## src/hdl/clnf_pkg.sv

```systemverilog
// Shared types, request codes and constant tables for the character LCD nibble framer.
package clnf_pkg;

	localparam int unsigned ACTION_W = 3;
	localparam int unsigned FRAME_W  = 8;
	localparam int unsigned WAIT_W   = 4;

	localparam logic [ACTION_W-1:0] ACT_INIT  = 3'd0;
	localparam logic [ACTION_W-1:0] ACT_CMD   = 3'd1;
	localparam logic [ACTION_W-1:0] ACT_DATA  = 3'd2;
	localparam logic [ACTION_W-1:0] ACT_GOTO  = 3'd3;
	localparam logic [ACTION_W-1:0] ACT_CLEAR = 3'd4;

	localparam logic [7:0] EN_BIT      = 8'h08;
	localparam logic [7:0] RS_BIT      = 8'h04;
	localparam logic [7:0] EN_CLR_MASK = 8'hF7;
	localparam logic [7:0] RS_CLR_MASK = 8'hFB;
	localparam logic [7:0] LOW_MASK    = 8'h0F;
	localparam logic [7:0] OPEN_FRAME  = 8'h08;

	localparam logic [3:0] NIB_WAKE = 4'h3;
	localparam logic [3:0] NIB_4BIT = 4'h2;

	localparam logic [7:0] CMD_FUNC_SET = 8'h28;
	localparam logic [7:0] CMD_DISP_ON  = 8'h0C;
	localparam logic [7:0] CMD_CLEAR    = 8'h01;
	localparam logic [7:0] CMD_ENTRY    = 8'h06;
	localparam logic [7:0] CMD_HOME     = 8'h02;
	localparam logic [1:0] DDRAM_SET    = 2'b10;

	localparam logic [WAIT_W-1:0] WAIT_NONE   = 4'd0;
	localparam logic [WAIT_W-1:0] WAIT_STROBE = 4'd1;
	localparam logic [WAIT_W-1:0] WAIT_OPEN   = 4'd10;

	// Segment numbering of an init run: opening frame, four wake-up nibbles, four commands.
	localparam logic [3:0] SEG_LAST_WAKE = 4'd4;
	localparam logic [3:0] SEG_FIRST_CMD = 4'd5;
	localparam logic [3:0] SEG_INIT_END  = 4'd8;

	localparam int unsigned QUEUE_DEPTH = 2;

	typedef enum logic [1:0] {
		OP_OPEN,
		OP_NIB,
		OP_BYTE
	} op_t;

	typedef struct packed {
		logic       is_init;
		logic       two_bytes;
		logic       rs;
		logic [7:0] byte0;
		logic [7:0] byte1;
	} req_t;

	function automatic logic [7:0] init_cmd(input logic [1:0] idx);
		logic [7:0] r;
		unique case (idx)
			2'd0: r = CMD_FUNC_SET;
			2'd1: r = CMD_DISP_ON;
			2'd2: r = CMD_CLEAR;
			default: r = CMD_ENTRY;
		endcase
		return r;
	endfunction

endpackage

```

## src/hdl/clnf_front.sv

```systemverilog
// Front end: accepts requests and classifies them into queue entries.
module clnf_front (
	input  logic                     s_tvalid,
	output logic                     s_tready,
	input  logic [15:0]              s_tdata,
	input  logic [2:0]               s_tuser,
	input  logic                     queue_full,
	output logic                     push,
	output clnf_pkg::req_t           push_req
);
	import clnf_pkg::*;

	logic [7:0] value;
	logic [5:0] column;
	logic       row;
	logic       known;

	assign value  = s_tdata[7:0];
	assign column = s_tdata[13:8];
	assign row    = s_tdata[14];

	always_comb begin
		push_req = '0;
		known    = 1'b1;
		unique case (s_tuser)
			ACT_INIT: begin
				push_req.is_init = 1'b1;
			end
			ACT_CMD: begin
				push_req.byte0 = value;
			end
			ACT_DATA: begin
				push_req.rs    = 1'b1;
				push_req.byte0 = value;
			end
			ACT_GOTO: begin
				push_req.byte0 = {DDRAM_SET[1], row, column};
			end
			ACT_CLEAR: begin
				push_req.two_bytes = 1'b1;
				push_req.byte0     = CMD_CLEAR;
				push_req.byte1     = CMD_HOME;
			end
			default: begin
				known = 1'b0;
			end
		endcase
	end

	// Unknown requests are taken and dropped without producing frames.
	assign s_tready = !queue_full;
	assign push     = s_tvalid && !queue_full && known;

endmodule

```

## src/hdl/clnf_queue.sv

```systemverilog
// Short queue of classified requests between the front end and the sequencer.
module clnf_queue (
	input  logic           clk,
	input  logic           arst_n,
	input  logic           push,
	input  clnf_pkg::req_t push_req,
	output logic           full,
	input  logic           pop,
	output logic           not_empty,
	output clnf_pkg::req_t head
);
	import clnf_pkg::*;

	localparam int unsigned PTR_W = $clog2(QUEUE_DEPTH);

	req_t               mem_q [QUEUE_DEPTH];
	logic [PTR_W-1:0]   wr_ptr_q;
	logic [PTR_W-1:0]   rd_ptr_q;
	logic [PTR_W:0]     count_q;

	assign full      = (count_q == (PTR_W+1)'(QUEUE_DEPTH));
	assign not_empty = (count_q != '0);
	assign head      = mem_q[rd_ptr_q];

	always_ff @(posedge clk) begin
		if (push) begin
			mem_q[wr_ptr_q] <= push_req;
		end
	end

	always_ff @(posedge clk or negedge arst_n) begin
		if (!arst_n) begin
			wr_ptr_q <= '0;
			rd_ptr_q <= '0;
			count_q  <= '0;
		end else begin
			if (push) begin
				wr_ptr_q <= wr_ptr_q + 1'b1;
			end
			if (pop) begin
				rd_ptr_q <= rd_ptr_q + 1'b1;
			end
			if (push && !pop) begin
				count_q <= count_q + 1'b1;
			end else if (pop && !push) begin
				count_q <= count_q - 1'b1;
			end
		end
	end

endmodule

```

## src/hdl/clnf_back.sv

```systemverilog
// Back end: expands queued requests into latch frames and holds the shadow frame.
module clnf_back (
	input  logic           clk,
	input  logic           arst_n,
	input  logic           not_empty,
	input  clnf_pkg::req_t head,
	output logic           pop,
	output logic           m_tvalid,
	input  logic           m_tready,
	output logic [15:0]    m_tdata,
	output logic           m_tlast
);
	import clnf_pkg::*;

	req_t       cur_q;
	logic       busy_q;
	logic [3:0] seg_q;
	logic [2:0] step_q;
	logic [7:0] shadow_q;

	logic       out_valid_q;
	logic [7:0] frame_q;
	logic [3:0] wait_q;
	logic       last_q;

	op_t        op;
	logic [3:0] nib_code;
	logic [7:0] cur_byte;
	logic       cur_rs;
	logic [2:0] last_step;
	logic       seg_done;
	logic       run_done;
	logic [7:0] next_frame;
	logic [3:0] next_wait;
	logic       out_free;
	logic       advance;

	always_comb begin
		op       = OP_BYTE;
		nib_code = NIB_WAKE;
		cur_byte = cur_q.byte0;
		cur_rs   = cur_q.rs;
		if (cur_q.is_init) begin
			cur_rs = 1'b0;
			if (seg_q == '0) begin
				op = OP_OPEN;
			end else if (seg_q <= SEG_LAST_WAKE) begin
				op       = OP_NIB;
				nib_code = (seg_q == SEG_LAST_WAKE) ? NIB_4BIT : NIB_WAKE;
			end else begin
				cur_byte = init_cmd(2'(seg_q - SEG_FIRST_CMD));
			end
		end else if (seg_q[0]) begin
			cur_byte = cur_q.byte1;
		end
	end

	always_comb begin
		next_frame = shadow_q;
		next_wait  = WAIT_NONE;
		last_step  = 3'd6;
		unique case (op)
			OP_OPEN: begin
				last_step  = 3'd0;
				next_frame = OPEN_FRAME;
				next_wait  = WAIT_OPEN;
			end
			OP_NIB: begin
				last_step = 3'd2;
				case (step_q)
					3'd0: next_frame = {nib_code, 4'h0};
					3'd1: begin
						next_frame = shadow_q | EN_BIT;
						next_wait  = WAIT_STROBE;
					end
					default: begin
						next_frame = shadow_q & EN_CLR_MASK;
						next_wait  = WAIT_STROBE;
					end
				endcase
			end
			default: begin
				case (step_q)
					3'd0: next_frame = cur_rs ? (shadow_q | RS_BIT) : (shadow_q & RS_CLR_MASK);
					3'd1: next_frame = {cur_byte[7:4], shadow_q[3:0]};
					3'd4: next_frame = {cur_byte[3:0], shadow_q[3:0]};
					3'd2, 3'd5: begin
						next_frame = shadow_q | EN_BIT;
						next_wait  = WAIT_STROBE;
					end
					default: begin
						next_frame = shadow_q & EN_CLR_MASK;
						next_wait  = WAIT_STROBE;
					end
				endcase
			end
		endcase
	end

	assign seg_done = (step_q == last_step);
	assign run_done = seg_done && (cur_q.is_init ? (seg_q == SEG_INIT_END)
		: (cur_q.two_bytes ? (seg_q == 4'd1) : (seg_q == 4'd0)));

	assign out_free = !out_valid_q || m_tready;
	assign advance  = busy_q && out_free;
	assign pop      = not_empty && (!busy_q || (advance && run_done));

	always_ff @(posedge clk) begin
		if (pop) begin
			cur_q <= head;
		end
		if (advance) begin
			frame_q <= next_frame;
			wait_q  <= next_wait;
			last_q  <= run_done;
		end
	end

	always_ff @(posedge clk or negedge arst_n) begin
		if (!arst_n) begin
			busy_q      <= 1'b0;
			seg_q       <= '0;
			step_q      <= '0;
			shadow_q    <= '0;
			out_valid_q <= 1'b0;
		end else begin
			if (advance) begin
				shadow_q <= next_frame;
				if (seg_done) begin
					step_q <= '0;
					seg_q  <= run_done ? 4'd0 : seg_q + 1'b1;
				end else begin
					step_q <= step_q + 1'b1;
				end
			end
			if (pop) begin
				busy_q <= 1'b1;
			end else if (advance && run_done) begin
				busy_q <= 1'b0;
			end
			if (advance) begin
				out_valid_q <= 1'b1;
			end else if (m_tready) begin
				out_valid_q <= 1'b0;
			end
		end
	end

	assign m_tvalid = out_valid_q;
	assign m_tdata  = {4'h0, wait_q, frame_q};
	assign m_tlast  = last_q;

endmodule

```

## src/hdl/char_lcd_nibble_framer.sv

```systemverilog
// Top level of the character LCD nibble framer.
//
// Each request on the slave channel (tuser carries the action, tdata the byte,
// column and row) is turned into the run of latch frames for a display driven
// in 4-bit mode. Every frame leaves on the master channel with its wait count,
// and tlast marks the final frame of a request's run.
// A command, data or goto request yields seven frames, clear and home fourteen
// and init forty-one; unknown actions are taken and yield none.
// The sequencer emits one frame per cycle unless the receiver stalls, and runs
// of queued requests follow each other without gaps. A request taken passes
// the queue and the request register before its first frame is registered.
// A two-entry request queue lets the slave side take further requests while
// the sequencer is still busy; tready falls only when that queue is full.
// When the receiver stalls, the current frame is held in the output register
// and the sequencer waits with it.
// Reset empties the queue, stops any run in progress and clears the shadow
// frame to zero.
module char_lcd_nibble_framer (
	input  logic        clk,
	input  logic        arst_n,
	input  logic        s_tvalid,
	output logic        s_tready,
	input  logic [15:0] s_tdata,   // value[7:0], column[13:8], row[14], zero[15]
	input  logic [2:0]  s_tuser,   // action[2:0]
	output logic        m_tvalid,
	input  logic        m_tready,
	output logic [15:0] m_tdata,   // frame[7:0], wait_units[11:8], zero[15:12]
	output logic        m_tlast
);
	import clnf_pkg::*;

	logic queue_full;
	logic push;
	req_t push_req;
	logic pop;
	logic not_empty;
	req_t head;

	clnf_front u_front (
		.s_tvalid   (s_tvalid),
		.s_tready   (s_tready),
		.s_tdata    (s_tdata),
		.s_tuser    (s_tuser),
		.queue_full (queue_full),
		.push       (push),
		.push_req   (push_req)
	);

	clnf_queue u_queue (
		.clk       (clk),
		.arst_n    (arst_n),
		.push      (push),
		.push_req  (push_req),
		.full      (queue_full),
		.pop       (pop),
		.not_empty (not_empty),
		.head      (head)
	);

	clnf_back u_back (
		.clk       (clk),
		.arst_n    (arst_n),
		.not_empty (not_empty),
		.head      (head),
		.pop       (pop),
		.m_tvalid  (m_tvalid),
		.m_tready  (m_tready),
		.m_tdata   (m_tdata),
		.m_tlast   (m_tlast)
	);

endmodule

```

## config.mk

```make
export PLATFORM = sky130hd
export DESIGN_NAME = char_lcd_nibble_framer
export DESIGN_NICKNAME = d
export VERILOG_FILES = /design/src/hdl/clnf_pkg.sv /design/src/hdl/clnf_front.sv /design/src/hdl/clnf_queue.sv /design/src/hdl/clnf_back.sv /design/src/hdl/char_lcd_nibble_framer.sv
export SDC_FILE = /design/constraint.sdc
export NUM_CORES = 1
export LEC_CHECK = 0
export ABC_CLOCK_PERIOD_IN_PS = 3250
export BUFFER_PORTS_ARGS = -buffer_cell sky130_fd_sc_hd__buf_2
export CAP_MARGIN = 10
export CORE_MARGIN = 5
export CORE_UTILIZATION = 39
export CTS_BUF_LIST = sky130_fd_sc_hd__clkbuf_16
export CTS_CLUSTER_SIZE = 28
export DETAILED_ROUTE_END_ITERATION = 6
export GPL_ROUTABILITY_DRIVEN = 0
export SYNTH_ARGS = -nofsm -noshare
export SYNTH_HDL_FRONTEND = slang
export SYNTH_SLANG_ARGS = --single-unit
```

## constraint.sdc

```tcl
create_clock -name clk -period 3.25 [get_ports clk]
set_input_delay 0.1625 -clock clk [delete_from_list [all_inputs] [get_ports clk]]
set_output_delay 0.1625 -clock clk [all_outputs]
set_load 0.01 [all_outputs]
```

Word level (Yosys, flattened, before mapping)
Memories as Yosys holds them, arrays and structs flattened. A register that Yosys moved wholly into a read port is not among the register bits.
Cells that the tools add are included.
{"block": "word_totals", "in_bits": 23, "out_inout_bits": 19, "word_cells": 105, "mem_bits_rw": 26, "regBits": 42, "mem_count": 1}
{"name": "u_queue.mem_q", "depth": 2, "word_bits": 13, "read_ports": 1, "rd_clocked_by_memory_dff": 1, "write_ports": 1, "line_no": "clnf_queue.sv:16", "source": "req_t mem_q [QUEUE_DEPTH];"}
{"block": "op_classes", "addsub": 7, "n_eq_ne": 16, "muxes": 39, "reduce_logical": 29, "order_cmp": 1}
{"cell": "$mux W8", "count": 4}
{"cell": "$pmux W8 S2", "count": 2}
{"cell": "$pmux W8 S4", "count": 1}
{"cell": "$pmux W8 S3", "count": 1}
{"cell": "$pmux W6 S3", "count": 1}
{"cell": "$mux W1", "count": 16}
{"cell": "$mux W4", "count": 4}
{"cell": "$mux W2", "count": 6}
{"cell": "$eq A3 B2 Y1 const B", "count": 3}
{"cell": "$eq A3 B3 Y1 const B", "count": 3}
{"cell": "$logic_and A1 B1 Y1", "count": 8}
{"cell": "$pmux W4 S2", "count": 1}
{"cell": "$reduce_bool A2 Y1", "count": 4}
{"cell": "$eq A3 B1 Y1 const B", "count": 2}
{"cell": "$logic_not A3 Y1", "count": 2}
{"cell": "$mux W3", "count": 2}
{"cell": "$pmux W3 S2", "count": 1}
{"cell": "$logic_not A1 Y1", "count": 5}
{"cell": "$reduce_or A5 Y1", "count": 1}
{"cell": "$add A4 B1 Y4 const B", "count": 1}
{"cell": "$eq A2 B1 Y1 const B", "count": 2}
{"cell": "$eq A2 B2 Y1 const B", "count": 2}
{"cell": "$eq A4 B1 Y1 const B", "count": 1}
{"cell": "$eq A4 B3 Y1 const B", "count": 1}
{"cell": "13 further kinds", "count": 18}

Logic depth before layout (Yosys ltp)
{"block": "logic_depth", "ltp_word": 14, "mapped_depth": 12, "ltp_nobuf": 11}

Cells and area by module
Synthesis repeated with hierarchy kept, for this count alone.
{"block": "unflattened", "cells_unflattened": 336, "area_unflattened_um2": 4456.8}
{"module": "clnf_back", "cells_each": 216, "instances": 1, "area_each_um2": 2484.9, "seq_area_each_um2": 1326.3}
{"module": "clnf_queue", "cells_each": 75, "instances": 1, "area_each_um2": 1640.3, "seq_area_each_um2": 1241.2}
{"module": "clnf_front", "cells_each": 45, "instances": 1, "area_each_um2": 331.6, "seq_area_each_um2": 0.0}

Least setup slack after synthesis
No wires, ideal clock.
{"block": "synth_timing", "kind": "register -> register", "startpoint": "reg u_back.seg_q[0]", "endpoint": "reg u_queue.count_q[1]", "setup_ns": 0.079, "path_buffers": 1, "period_less_slack_ns": 2.851, "arrival_ns": 2.772, "required_time_ns": 3.171, "path_stages_with_launch": 13, "slack_ns": 0.399, "path_cell_list": "dfrtp_1 -> inv_1 -> ha_1 -> buf_4 -> nor4b_1 -> nor3_1 -> or4_1 -> o22ai_2 -> inv_1 -> ha_1 -> xor2_1 -> nor2_1 -> xor2_1"}
{"block": "synth_between", "elab_chain_len": 14, "word_cells_on_any_way": 22, "classes_between": "order compare (1); eq/ne (4); mux (7); reduce/logical (10)"}
{"item": "start: declaration", "line_no": "clnf_back.sv:17", "source": "logic [3:0] seg_q;"}
{"item": "start signal: assignment", "line_no": "clnf_back.sv:131", "source": "seg_q <= run_done ? 4'd0 : seg_q + 1'b1;"}
{"item": "$le A4 B3 Y1", "line_no": "clnf_back.sv:47", "source": "end else if (seg_q <= SEG_LAST_WAKE) begin"}
{"item": "$mux W2", "line_no": "clnf_back.sv:47"}
{"item": "$mux W2", "line_no": "clnf_back.sv:45", "source": "if (seg_q == '0) begin"}
{"item": "$mux W2", "line_no": "clnf_back.sv:43", "source": "if (cur_q.is_init) begin"}
{"item": "$eq A2 B1 Y1 or $logic_not A2 Y1 (tied branches)", "line_no": "clnf_back.sv:62", "source": "unique case (op)"}
{"item": "$pmux W3 S2", "line_no": "clnf_back.sv:62"}
{"item": "$eq A3 B3 Y1", "line_no": "clnf_back.sv:100", "source": "assign seg_done = (step_q == last_step);"}
{"item": "$logic_and A1 B1 Y1 (*)", "line_no": "clnf_back.sv:101", "source": "assign run_done = seg_done && (cur_q.is_init ? (seg_q == SEG_INIT_END)"}
{"item": "$logic_and A1 B1 Y1 (*)", "line_no": "clnf_back.sv:106", "source": "assign pop = not_empty && (!busy_q || (advance && run_done));"}
{"item": "$logic_or A1 B1 Y1 (*)", "line_no": "clnf_back.sv:106"}
{"item": "$logic_and A1 B1 Y1 (*)", "line_no": "clnf_back.sv:106"}
{"item": "named net pop", "line_no": "char_lcd_nibble_framer.sv:35", "source": "logic pop;"}
{"item": "$logic_not A1 Y1", "line_no": "clnf_queue.sv:43", "source": "if (push && !pop) begin"}
{"item": "$logic_and A1 B1 Y1", "line_no": "clnf_queue.sv:43"}
{"item": "$mux W2 or $reduce_bool A2 Y1 (tied branches)"}
{"item": "end signal: assignment", "line_no": "clnf_queue.sv:44", "source": "count_q <= count_q + 1'b1;"}
{"item": "end signal: assignment", "line_no": "clnf_queue.sv:46", "source": "count_q <= count_q - 1'b1;"}
{"item": "end: declaration", "line_no": "clnf_queue.sv:19", "source": "logic [PTR_W:0] count_q;"}
Mark *: on every way through the listed nets, which the timed path passes. The rest lies on a longest branch.
A chain may end at the register's enable or synchronous reset.

Worst setup path in the final report
Same ends and word-level chain as after synthesis.

==> results.txt <==
cell taking the most area after synthesis: edfxtp_1
Pleak: 1.54 nW
core box area: 8300 um^2
clock transition at the registers of the reported paths: 0.05 ns
status: completed
Least-Margin Pin Slew: 0.897 ns
PostCTS Resize Cnt: 0
Die X: 103 um
metal3 WL: 323 um
sequential share of the synthesized area: 55.0%
Area contributors post-synth: edfxtp_1 (39%), dfrtp_1 (16%), mux2_2 (6.4%), ha_1 (3.4%), nand2_1 (2.3%)
largest family of logic cells by synthesized area: simple AND/OR/NAND/NOR gates
min Tclk post-route: 2.85 ns
switch share: 32.8%
peak supply drop: 0.245 mV
Yosys cell types: 59
TritonCTS clock tree: built
initial antenna violation count: 0
Num Clock Sinks: 65
largest net degree at the start of global routing: 24
fin util: 47.2%
CP bufs+invs: 2
CP cell instances: inv_1, ha_1, nor4b_1, nor3_1, or4_1, o22ai_2, inv_1, ha_1, nor2_1, xor2_1
vias in the first global route: 2,214
FFs w/ async S/R, synth: 32.3%
max-slew violations: 0
Worst Path Required: 3.50 ns
die height: 103 um
relative slew slack: 39.9%
highest routed layer: met4
Compound-Gate Fraction of Synth Area: 13.2%
first-pass detailed-route iteration total: 4
Final Skew: 0.00817 ns
HPWL after DPL: 4.51 mm
Iter 0 DRT Violations: 70
ratio of cells with drive above 1 in the final layout: 24.5%
Post-Syn Area: 3360 um^2
setup tns final: 0 ns
sequential fraction of design power: 40.1%
clock share of power: 31.2%
top-level port count: 42
Power Density: 839 nW/um^2
multiplexer share of the synthesized area: 6.96%
Top FF cell, synth: edfxtp_1
post-synthesis cell count: 286
Tot GR Track Use: 12.9%
crit end category: flop
Clock Path Buffers: 2
crit-path max cell delay: 0.50 ns
delay-heaviest family, CP: simple AND/OR/NAND/NOR gates
Final Hold Viols: 0
# setup viols final: 0
Rows: 33
CP max stage cell: dfrtp_1
yosys warns: 0
hold slack: 0.119 ns
M1 wire length: 2.90 mm
# DRC: 0
Yosys reg bits: 65
Data arrival, critical path: 3.10 ns
antenna fix cells: 0
sw power: 1.08 mW
Worst-Skew Late Latency: 0.33 ns
worst-path fanout max: 11
post-route ant nets: 0
htree depth: 3
die area: 10,600 um^2
Hold WC Path Type: in -> reg
final wirelength: 6.38 mm
Area Growth Syn to Fin: 16.6%
CP Launch Type: flop
Max Cap Viol: 0
pre-CTS WS: 0.415 ns
simple-gate share of the synthesized area: 15.4%
CTS Buf Count: 9
initial cell density of the core: 40.5%
root buf cell: clkbuf_16
remaining global-route overflow: 0
Synth Area in Adders: 3.35%
DR vias: 2,255
Routed WL per cell: 14.9 um
Crit Path Class: reg -> reg
Yosys top cell area share: 39.3%
Internal: 2.21 mW
xor/xnor share of the synthesized area: 1.56%
combinational power share: 28.7%
Max Clk Rate: 351 MHz
RSZ-0062 raised after global routing: false
Post-synth EDFFs: 44
routed vias/inst: 5.27
Port Buffers: 35
Layout Nets: 351
first-pass GRT wire length: 10.6 mm
synthesized area per cell: 11.7 um^2
part of the cycle the worst path needs: 87.6%
worst setup margin: 0.403 ns
met2 routed WL: 3.05 mm
flip-flops by register name, indices dropped and copies added, names as in the netlist:
register / flops
u_back.step_q: 3
u_back.busy_q: 1
u_back.wait_q: 2
u_queue.rd_ptr_q: 1
u_queue.wr_ptr_q: 1
u_queue.mem_q: 22
u_back.seg_q: 4
u_back.m_tlast: 1
u_back.frame_q: 8
u_back.m_tvalid: 1
u_back.cur_q: 11
u_back.shadow_q: 8
u_queue.count_q: 2
stage by stage:
stage / cell area (um^2) / cells / power (mW)
finish: 3920 / 428 / 3.29
global placement: 3590 / 412 / 2.26
detailed placement: 3590 / 412 / 2.28
floorplan: 3370 / 290 / 2.02
global route: 3920 / 428 / 3.49
CTS: 3920 / 428 / 3.32
per-layer routing:
layer / vias to the layer above / GRT usage, %
met5: - / 0
met1: 1078 / 16.4
met3: 10 / 3.99
met4: 0 / 5.58
met2: 53 / 20.6
li1: 1114 / -
worst register-to-register path, cell delays in order (launching register included):
cell     delay (ns)
dfrtp_1        0.50
inv_1          0.17
ha_1           0.37
nor4b_1        0.36
nor3_1         0.10
or4_1          0.50
o22ai_2        0.14
inv_1          0.07
ha_1           0.30
nor2_1         0.13
xor2_1         0.15
cells in the mapped netlist, types with 2 or more instances:
cell type  number
nor4_1          2
nor4b_1         2
nor2b_1         7
a22o_1          2
and2_1          4
buf_4           8
or2_2           2
edfxtp_1       44
xnor2_1         2
inv_1          10
clkbuf_1       10
a21o_1          4
mux2_2         19
o21ai_0        11
o22ai_1         3
nor2_1         19
o21bai_1        3
a21oi_1         8
nor3b_1         3
buf_2           2
a31oi_1         3
o211ai_1        2
nand3b_1        2
dfrtp_1        21
a211oi_1        3
o31ai_1         3
nor3_1          2
ha_1            9
o2111ai_1       2
and3_1          2
nand3_1         3
xor2_1          4
a22oi_1         8
mux2i_1         2
o221ai_1        2
nand2_1        21
nand2b_1       10
what timing repair did:
item,CTS,global route
setup buffers,0,0
hold endpoints to repair,21,0
hold buffers,1,0
final cells by class:
class | instances | area [um^2]
clock buffer | 9 | 225
clock inverter | 6 | 91.3
fill | 740 | 4380
inverter | 10 | 37.5
multi-input combinational | 194 | 1380
sequential | 65 | 1850
tap | 105 | 131
timing repair buffer | 39 | 208
power by group through the flow:
stage	sequential [mW]	combinational (mW)	clock, mW
floorplan	1.26	0.765	0
global placement	1.33	0.928	0
detailed placement	1.33	0.945	0
CTS	1.32	0.949	1.05
global route	1.35	1.06	1.07
finish	1.32	0.943	1.02
logic make-up after synthesis:
family	Yosys count
AO/OA/AOI/OAI	63
XOR/XNOR	6
adder cells (fa/ha/maj)	9
buffers and inverters	31
flip-flops	65
multiplexers	21
other	1
AND/OR/NAND/NOR	90
worst paths after layout:
path                                       start                 end  slack (ns)  depth (start not counted)
worst max-delay path             u_back.seg_q[0]  u_queue.count_q[1]        0.40                         10
worst min register to register  u_queue.wr_ptr_q    u_queue.wr_ptr_q        0.49                          1
max in group asynchronous                 arst_n  u_back.shadow_q[5]        2.56                          2
worst min-delay path                    m_tready     u_back.m_tvalid        0.12                          3
min in group asynchronous                 arst_n    u_back.step_q[2]        0.34                          2
worst max register to register   u_back.seg_q[0]  u_queue.count_q[1]        0.40                         10
layout by cell type (no fill, tap or decap), types with 5 or more instances in the layout:
cell	count
nand2_1	21
dfrtp_1	21
buf_2	35
a22oi_1	8
inv_1	10
edfxtp_1	44
o21ai_0	11
mux2_2	19
nor2_1	19
nor2b_1	7
clkbuf_16	9
conb_1	5
nand2b_1	10
a21oi_1	8
ha_1	9
Power figures use the tool's default switching activity.
